<file path="src/rtl/fdss_pkg.sv">
// ----------------------------------------------------------------------------
// fdss_pkg
// Types, codes and the glyph table for the seven-segment scanner.
// ----------------------------------------------------------------------------
package fdss_pkg;

   // function codes
   localparam logic [2:0] FUNC_TICK     = 3'd0;
   localparam logic [2:0] FUNC_NUMBER   = 3'd1;
   localparam logic [2:0] FUNC_PROG     = 3'd2;
   localparam logic [2:0] FUNC_CLEAR    = 3'd3;
   localparam logic [2:0] FUNC_DASH     = 3'd4;

   // glyph codes
   localparam logic [4:0] GLYPH_ZERO    = 5'd0;
   localparam logic [4:0] GLYPH_P       = 5'd10;
   localparam logic [4:0] GLYPH_R       = 5'd11;
   localparam logic [4:0] GLYPH_O       = 5'd12;
   localparam logic [4:0] GLYPH_G       = 5'd13;
   localparam logic [4:0] GLYPH_DASH    = 5'd14;
   localparam logic [4:0] GLYPH_C       = 5'd15;
   localparam logic [4:0] GLYPH_L       = 5'd16;
   localparam logic [4:0] GLYPH_BLANK   = 5'd31;

   localparam int NUM_SLOTS = 4;

   typedef logic [4:0] glyph_type;
   typedef glyph_type [NUM_SLOTS-1:0] slots_type;

   typedef struct packed {
      logic [2:0]  func;
      logic [15:0] value;
      logic [2:0]  position;
   } req_type;

   typedef struct packed {
      logic [6:0] segments_n;
      logic [3:0] digit_enable;
   } rsp_type;

   // active-low segments a..g in bits 0..6; unknown codes show blank
   function automatic logic [6:0] glyph_to_segments(glyph_type code);
      logic [6:0] seg;
      unique case (code)
         5'd0:        seg = 7'h40;
         5'd1:        seg = 7'h79;
         5'd2:        seg = 7'h24;
         5'd3:        seg = 7'h30;
         5'd4:        seg = 7'h19;
         5'd5:        seg = 7'h12;
         5'd6:        seg = 7'h02;
         5'd7:        seg = 7'h78;
         5'd8:        seg = 7'h00;
         5'd9:        seg = 7'h10;
         GLYPH_P:     seg = 7'h0C;
         GLYPH_R:     seg = 7'h2F;
         GLYPH_O:     seg = 7'h23;
         GLYPH_G:     seg = 7'h10;
         GLYPH_DASH:  seg = 7'h3F;
         GLYPH_C:     seg = 7'h27;
         GLYPH_L:     seg = 7'h47;
         default:     seg = 7'h7F;
      endcase
      return seg;
   endfunction

endpackage

</file>
<file path="src/rtl/fdss_glyph_load.sv">
// ----------------------------------------------------------------------------
// fdss_glyph_load
// Builds the four glyph slots that a load beat writes.
// ----------------------------------------------------------------------------
module fdss_glyph_load (
   input  fdss_pkg::req_type   item,
   output logic                is_load,
   output fdss_pkg::slots_type slots
);
   import fdss_pkg::*;

   // v / 10^k by reciprocal multiply, exact over the 16-bit range
   logic [31:0] prod1;
   logic [32:0] prod2;
   logic [32:0] prod3;
   logic [32:0] prod4;
   logic [12:0] quot1;
   logic [9:0]  quot2;
   logic [6:0]  quot3;
   logic [2:0]  quot4;
   slots_type   num_slots;

   // x - 10*q, taken mod 16 (true result is below 10)
   function automatic logic [3:0] low_digit(logic [3:0] x, logic [3:0] q);
      return x - ((q << 3) + (q << 1));
   endfunction

   assign prod1 = 32'(item.value) * 32'd52429;
   assign prod2 = 33'(item.value) * 33'd83887;
   assign prod3 = 33'(item.value) * 33'd67109;
   assign prod4 = 33'(item.value) * 33'd107375;
   assign quot1 = prod1[31:19];
   assign quot2 = prod2[32:23];
   assign quot3 = prod3[32:26];
   assign quot4 = prod4[32:30];

   always_comb begin
      num_slots[0] = {1'b0, low_digit(item.value[3:0], quot1[3:0])};
      num_slots[1] = (quot1 == '0) ? GLYPH_BLANK
                                   : {1'b0, low_digit(quot1[3:0], quot2[3:0])};
      num_slots[2] = (quot2 == '0) ? GLYPH_BLANK
                                   : {1'b0, low_digit(quot2[3:0], quot3[3:0])};
      num_slots[3] = (quot3 == '0) ? GLYPH_BLANK
                                   : {1'b0, low_digit(quot3[3:0], {1'b0, quot4})};
   end

   always_comb begin
      is_load = 1'b1;
      slots   = num_slots;
      unique case (item.func)
         FUNC_NUMBER: slots = num_slots;
         FUNC_PROG:   slots = {GLYPH_P, GLYPH_R, GLYPH_O, GLYPH_G};
         FUNC_CLEAR:  slots = {GLYPH_BLANK, GLYPH_C, GLYPH_L, GLYPH_R};
         FUNC_DASH: begin
            for (int i = 0; i < NUM_SLOTS; i++) begin
               slots[i] = (item.position == 3'(i)) ? GLYPH_DASH : GLYPH_BLANK;
            end
         end
         default: is_load = 1'b0;
      endcase
   end

endmodule

</file>
<file path="src/rtl/four_digit_seven_segment_scanner.sv">
// ----------------------------------------------------------------------------
// four_digit_seven_segment_scanner
// Four-slot glyph store and scan driver for a multiplexed 7-segment display.
// ----------------------------------------------------------------------------
// Usage:
//   req channel: one beat per command. A tick beat (func 0) returns one rsp
//   beat with the active-low segments and the one-hot digit enable of the
//   current slot, then advances the scan slot. Load beats (number, "Prog",
//   clear message, dash) rewrite all four slots and return nothing; unused
//   func codes are dropped.
//   csr channel: the display_off bit, always ready. While set, a tick
//   returns all lines low and the scan slot holds. Write it only when idle.
//   Path: a tick beat passes the input register, then the result register,
//   before rsp_valid rises. Throughput: one beat per cycle while rsp is
//   not stalled, set by the single decode/lookup pass between the registers.
//   Stall: a held rsp beat blocks further ticks in the input register,
//   loads still drain; req_ready drops only when the input register holds
//   a tick that cannot move.
//   Reset: slots show the digit zero, scan slot 0, display on, no beats held.
// ----------------------------------------------------------------------------
module four_digit_seven_segment_scanner (
   input  logic              clock,
   input  logic              reset,
   input  logic              req_valid,
   output logic              req_ready,
   input  fdss_pkg::req_type req_data,
   output logic              rsp_valid,
   input  logic              rsp_ready,
   output fdss_pkg::rsp_type rsp_data,
   input  logic              csr_valid,
   output logic              csr_ready,
   input  logic              csr_data
);
   import fdss_pkg::*;

   // input register
   logic      in_valid_ff, in_valid_in;
   req_type   in_data_ff, in_data_in;

   // block state
   slots_type glyph_slots_ff, glyph_slots_in;
   logic [1:0] scan_index_ff, scan_index_in;
   logic      display_off_ff, display_off_in;

   // result register
   logic      rsp_valid_ff, rsp_valid_in;
   rsp_type   rsp_data_ff, rsp_data_in;

   logic      is_tick;
   logic      out_free;
   logic      in_fire;
   logic      is_load;
   slots_type load_slots;

   fdss_glyph_load u_load (
      .item    (in_data_ff),
      .is_load (is_load),
      .slots   (load_slots)
   );

   assign is_tick   = (in_data_ff.func == FUNC_TICK);
   assign out_free  = !rsp_valid_ff || rsp_ready;
   // a held beat moves on unless it is a tick facing a full result register
   assign in_fire   = in_valid_ff && (!is_tick || out_free);
   assign req_ready = !in_valid_ff || in_fire;
   assign csr_ready = 1'b1;

   always_comb begin
      in_valid_in    = in_valid_ff;
      in_data_in     = in_data_ff;
      glyph_slots_in = glyph_slots_ff;
      scan_index_in  = scan_index_ff;
      display_off_in = display_off_ff;
      rsp_valid_in   = rsp_valid_ff && !rsp_ready;
      rsp_data_in    = rsp_data_ff;

      if (req_ready) begin
         in_valid_in = req_valid;
         in_data_in  = req_data;
      end

      if (csr_valid) begin
         display_off_in = csr_data;
      end

      if (in_fire) begin
         if (is_tick) begin
            rsp_valid_in = 1'b1;
            if (display_off_ff) begin
               rsp_data_in = '0;
            end else begin
               rsp_data_in.segments_n   = glyph_to_segments(glyph_slots_ff[scan_index_ff]);
               rsp_data_in.digit_enable = 4'b1000 >> scan_index_ff;
               scan_index_in            = scan_index_ff + 2'd1;
            end
         end else if (is_load) begin
            glyph_slots_in = load_slots;
         end
      end
   end

   always_ff @(posedge clock) begin
      in_data_ff  <= in_data_in;
      rsp_data_ff <= rsp_data_in;
      if (reset) begin
         in_valid_ff    <= 1'b0;
         rsp_valid_ff   <= 1'b0;
         glyph_slots_ff <= {NUM_SLOTS{GLYPH_ZERO}};
         scan_index_ff  <= '0;
         display_off_ff <= 1'b0;
      end else begin
         in_valid_ff    <= in_valid_in;
         rsp_valid_ff   <= rsp_valid_in;
         glyph_slots_ff <= glyph_slots_in;
         scan_index_ff  <= scan_index_in;
         display_off_ff <= display_off_in;
      end
   end

   assign rsp_valid = rsp_valid_ff;
   assign rsp_data  = rsp_data_ff;

endmodule

</file>
<file path="config.mk">
export PLATFORM = sky130hd
export DESIGN_NAME = four_digit_seven_segment_scanner
export DESIGN_NICKNAME = d
export VERILOG_FILES = /design/src/rtl/fdss_pkg.sv /design/src/rtl/fdss_glyph_load.sv /design/src/rtl/four_digit_seven_segment_scanner.sv
export SDC_FILE = /design/constraint.sdc
export NUM_CORES = 1
export LEC_CHECK = 0
export BUFFER_PORTS_ARGS = -buffer_cell sky130_fd_sc_hd__buf_2
export CORE_MARGIN = 3
export CORE_UTILIZATION = 55
export DETAILED_ROUTE_END_ITERATION = 7
export PLACE_DENSITY = 0.82
export RECOVER_POWER = 50
export SYNTH_ARGS = -nofsm -noshare
export SYNTH_HDL_FRONTEND = slang
export SYNTH_HIERARCHICAL = 1
export SYNTH_SLANG_ARGS = --single-unit
export TNS_END_PERCENT = 10
</file>
<file path="constraint.sdc">
create_clock -name clock -period 7.95 [get_ports clock]
set_clock_uncertainty 0.2 [all_clocks]
set_input_delay 0 -clock clock [delete_from_list [all_inputs] [get_ports clock]]
set_output_delay 0 -clock clock [all_outputs]
set_load 0.01 [all_outputs]
</file>
==> After elaboration in Yosys (flattened, before gate mapping) <==
Memory sizes are Yosys's and may differ from the RTL's. A register that Yosys moved wholly into a read port is not among the register bits.
Cells that the tools add are included.
{ "totals": {"word_cells": 68, "regBits": 51, "mem_bits_ro": 224, "out_inout_bits": 14, "mem_count": 1} }
{ "memory_table": {"columns": ["memory", "depth", "word_bits", "rd", "rd_ports_with_merged_regs", "write_ports", "line", "source"], "rows": [
  ["(no name shown)", 32, 7, 1, 1, 0, "fdss_pkg.sv:44", "unique case (code)"]
]} }
{ "op_classes": {"muxes": 13, "n_mul": 4, "eq_ne": 7, "reduce_logical": 18, "n_addsub": 9, "n_lt_le_gt_ge": 1, "shift": 1, "bitwise": 2} }
{ "ops": {"columns": ["operator", "count"], "rows": [
  ["$mul A16 B17 Y33 const B", 3],
  ["$pmux W20 S3", 1],
  ["$mux W5", 8],
  ["$mul A16 B16 Y32 const B", 1],
  ["$add A4 B4 Y4", 4],
  ["$sub A4 B4 Y4", 4],
  ["$logic_not A13 Y1", 1],
  ["$eq A3 B2 Y1 const B", 4],
  ["$bmux W5 S2", 1],
  ["$logic_not A10 Y1", 1],
  ["$logic_not A7 Y1", 1],
  ["$eq A3 B1 Y1 const B", 2],
  ["$logic_not A3 Y1", 2],
  ["$reduce_and A3 Y1", 2],
  ["$logic_not A1 Y1", 4],
  ["$reduce_or A4 Y1", 1],
  ["$shr A4 B2 Y4 const A", 1],
  ["$eq A3 B3 Y1 const B", 1],
  ["$logic_or A1 B1 Y1", 3],
  ["$lt A2 B3 Y1 const B", 1],
  ["$mux W1", 3],
  ["$add A2 B1 Y2 const B", 1],
  ["$logic_and A1 B1 Y1", 2],
  ["$not A1 Y1", 2],
  ["$reduce_and A2 Y1", 1]
]} }

==> Depth between registers and ports, before layout <==
{ "logic_depth": {"ltp_word": 5, "mapped_depth": 31, "ltp_nobuf": 31} }

==> By module <==
The synthesis kept the hierarchy.
{ "modules_own_cells": {"columns": ["module", "area_each_um2", "cells_per_inst", "n_inst", "seq_area_each_um2"], "rows": [
  ["fdss_glyph_load", 16867.4, 1773, 1, 0.0],
  ["four_digit_seven_segment_scanner", 2397.3, 203, 1, 1491.4]
]} }

==> Worst setup path after synthesis <==
Ideal clock, no wire load.
{ "synth_path": {"kind": "register -> register", "startpoint": "reg in_data_ff[16] (netlist name)", "endpoint": "reg glyph_slots_ff[8] (netlist name)", "arrival_ns": 6.513, "stages_incl_launch_ff": 25, "setup_time_ns": 0.132, "slack_ns": 1.105, "period_less_slack_ns": 6.845, "t_required_ns": 7.618, "path_buffers": 0, "path_cell_list": "edfxtp_1 fa_1 fa_1 inv_1 fa_1 inv_1 fa_1 fa_1 fa_1 ha_1 a21o_1 a211o_1 a2111oi_0 o21ai_0 a31oi_1 xor2_1 inv_1 ha_1 xnor2_1 xnor2_1 xnor2_1 o31ai_1 nand3_1 nand2_1 a21oi_1"} }
{ "synth_rtl": {"columns": ["item", "line", "source"], "rows": [
  ["start, declared", "four_digit_seven_segment_scanner.sv:38", "req_type in_data_ff, in_data_in;"],
  ["start signal, assigned", "four_digit_seven_segment_scanner.sv:103", "in_data_ff <= in_data_in;"],
  ["end signal, assigned", "four_digit_seven_segment_scanner.sv:108", "glyph_slots_ff <= {NUM_SLOTS{GLYPH_ZERO}};"],
  ["end signal, assigned", "four_digit_seven_segment_scanner.sv:114", "glyph_slots_ff <= glyph_slots_in;"],
  ["end, declared", "four_digit_seven_segment_scanner.sv:41", "slots_type glyph_slots_ff, glyph_slots_in;"]
]} }

==> results.json <==
{
  "status": "completed",
  "dp.cells": 2498,
  "worst_r2r_path_depth": 29,
  "floorplan.die.height_um": 193.2,
  "maxSlewHeadroom_pct": 43.24,
  "gr-usage-all-layers_pct": 29.56,
  "critical_path_top_delay_cell": "edfxtp_1",
  "grt_start_max_net_pins": 26,
  "wire_length_of_the_first_global_routing_pass_um": 83720,
  "max_freq_mhz": 130.7,
  "drv_cap": 0,
  "hold_violations": 0,
  "wl_per_instance_um": 20.60,
  "synth.lib_cells_used.distinct": 80,
  "synth_seq_area_share_pct": 7.742,
  "synth_largest_type_area_fraction_pct": 32.11,
  "path_depth": 29,
  "critical_path_required_ps": 7940,
  "dominantRegCellSynth": "edfxtp_1",
  "clkTransAtPathRegs_ps": 60,
  "numCtsBuffers": 9,
  "cp_max_stage_delay_ps": 600,
  "crit_path_dat_ps": 7640,
  "dieArea_um2": 37310,
  "finalCriticalPeriod_ps": 7651,
  "final_common_cell": "inv_1",
  "synthToLayoutAreaGrowth_pct": 8.859,
  "layout-drive-gt1-share_pct": 6.149,
  "timing.critical_path.fanout_max": 8,
  "buffer_ports.inserted": 40,
  "syn_nets": 2771,
  "crit_path_end_kind": "flip-flop",
  "critical_path_class": "reg2reg",
  "layout_worst_path_cycle_share_pct": 96.24,
  "rsz_0062_raised_after_global_routing": "no",
  "yosys-top-cells-area": "fa_1 32%, ha_1 30%, inv_1 10%",
  "drt.antenna.violating_nets": 0,
  "cts_sinks": 58,
  "synth_async_sr_flop_share_pct": 0,
  "holdCritPathClass": "in2reg",
  "yosysTopAreaCell": "fa_1",
  "timing.hold.worst_path_depth": 2,
  "synth_seq_cells": 58,
  "mean_instance_size_in_the_synthesized_netlist_um2": 9.749,
  "core_um2": 34040,
  "clk_latency_ps": 340,
  "drtIter0Drc": 1004,
  "via_per_inst": 5.761,
  "setup-violations-final": 0,
  "synth.yosys.warnings": 6,
  "slew_viol_final": 0,
  "buffers_and_inverters_on_the_worst_path": 4,
  "starting_utilization_of_the_core_area_pct": 56.60,
  "netlist_area_um2": 19260,
  "tritoncts_clock_tree": "done",
  "wirelength_routed_um": 52480,
  "pin_count": 42,
  "dpl.hpwl_um": 45510,
  "row_count": 67,
  "critical-path-top-delay-family": "adder cells",
  "grt_pass1_vias": 15270,
  "grt_antenna_before_repair": 1,
  "vias": 14670,
  "global_route.overflow_total": 0,
  "clockBufferDepth": 2,
  "synth_enable_flop_cells": 33,
  "stdcell_count": 2547,
  "fp.dieW_um": 193.2,
  "remaining_drc_errors": 0,
  "gpl.final_weighted_congestion": 1.009,
  "clk_root_buffer_cell": "clkbuf_16",
  "timing_worst_slew_pin_value_ps": 848.2,
  "syn_inst": 1976,
  "final_cell_mix": "519 x inv_1, 456 x ha_1, 308 x fa_1",
  "critPathLaunchType": "flip-flop",
  "fin_tns_setup_ps": 0,
  "clock_tree.htree_level_count": 3,
  "drt-pass1-iter-count": 5,
  "finalNetCount": 2888
}
==> worst paths after layout <==
kind                            slack [ps]                  to               start
worst max-delay path                   300  glyph_slots_ff[18]      in_data_ff[12]
worst max register to register         300  glyph_slots_ff[18]      in_data_ff[12]
worst min-delay path                   170      in_data_ff[11]        req_data[11]
worst min register to register         260  glyph_slots_ff[14]  glyph_slots_ff[14]
==> state kept, by name (all words and copies together) (netlist names) <==
register,count
in_data_ff,22
in_valid_ff,1
scan_index_ff,2
rsp_valid,1
glyph_slots_ff,20
display_off_ff,1
rsp_data,11
==> layout make-up <==
type                       count  area, um2
inverter                     519       1948
fill                        2757      13060
timing repair buffer         128      938.4
sequential                    58       1491
multi-input combinational   1377      15740
clock buffer                   9      225.2
antenna                        1      2.502
tap                          448      560.5
clock inverter                 7      70.07
==> metal layers <==
metal | vias up | GRT usage, % | share of wire [%]
met5 | - | 0 | 0.027
met4 | 2 | 11.77 | 4.7
met3 | 159 | 4.954 | 7.5
met2 | 549 | 47.61 | 45
met1 | 7253 | 40.09 | 42
li1 | 6710 | - | -
==> timing repair <==
item,in CTS,in global routing
endpoints found under the hold margin,47,0
endpoints found under the setup margin,0,2
buffers inserted,0,2
gates resized for setup,0,4
hold buffers,30,0
==> stage by stage <==
stage / setup WS, ps / area [um2] / util, % / hold slack (ps)
after floorplan: 1105 / 19260 / - / -101.1
after global placement: 378.1 / 20350 / 59.80 / -23.87
after detailed placement: 400.5 / 20350 / 59.80 / -21.89
after CTS: 363.1 / 20950 / 61.55 / 165.6
after global routing: 18.79 / 20970 / 61.61 / 188.0
final: 298.7 / 20970 / 61.62 / 173.1
==> kinds of logic after synthesis <==
| kind of cell | after synthesis | share of synthesized area (%) |
|---|---|---|
| AO/OA/AOI/OAI | 262 | 9.002 |
| XOR/XNOR | 45 | 2.046 |
| adder cells (fa/ha/maj) | 767 | 61.86 |
| buffers and inverters | 541 | 10.66 |
| flip-flops | 58 | 7.742 |
| multiplexers | 14 | 1.104 |
| other | 1 | 0.01947 |
| AND/OR/NAND/NOR | 288 | 7.573 |
==> cells in the mapped netlist (all sizes together), types with 7 or more instances <==
cell type / instances
a211oi: 13
or3: 7
nand2: 94
a21oi: 85
nor2: 50
a31oi: 12
o31ai: 8
nor3: 24
a211o: 7
nand2b: 8
and2: 7
nand3: 29
inv: 519
ha: 458
clkbuf: 16
nor2b: 8
dfxtp: 25
mux2i: 7
o2111ai: 7
o21a: 11
o211ai: 7
fa: 309
and3: 15
xor2: 14
nand4: 11
or2: 8
a21o: 23
edfxtp: 33
xnor2: 31
o21ai: 44
Power is not shown: default switching activity piles up to over one toggle a cycle in this logic, so the estimate is an artifact.
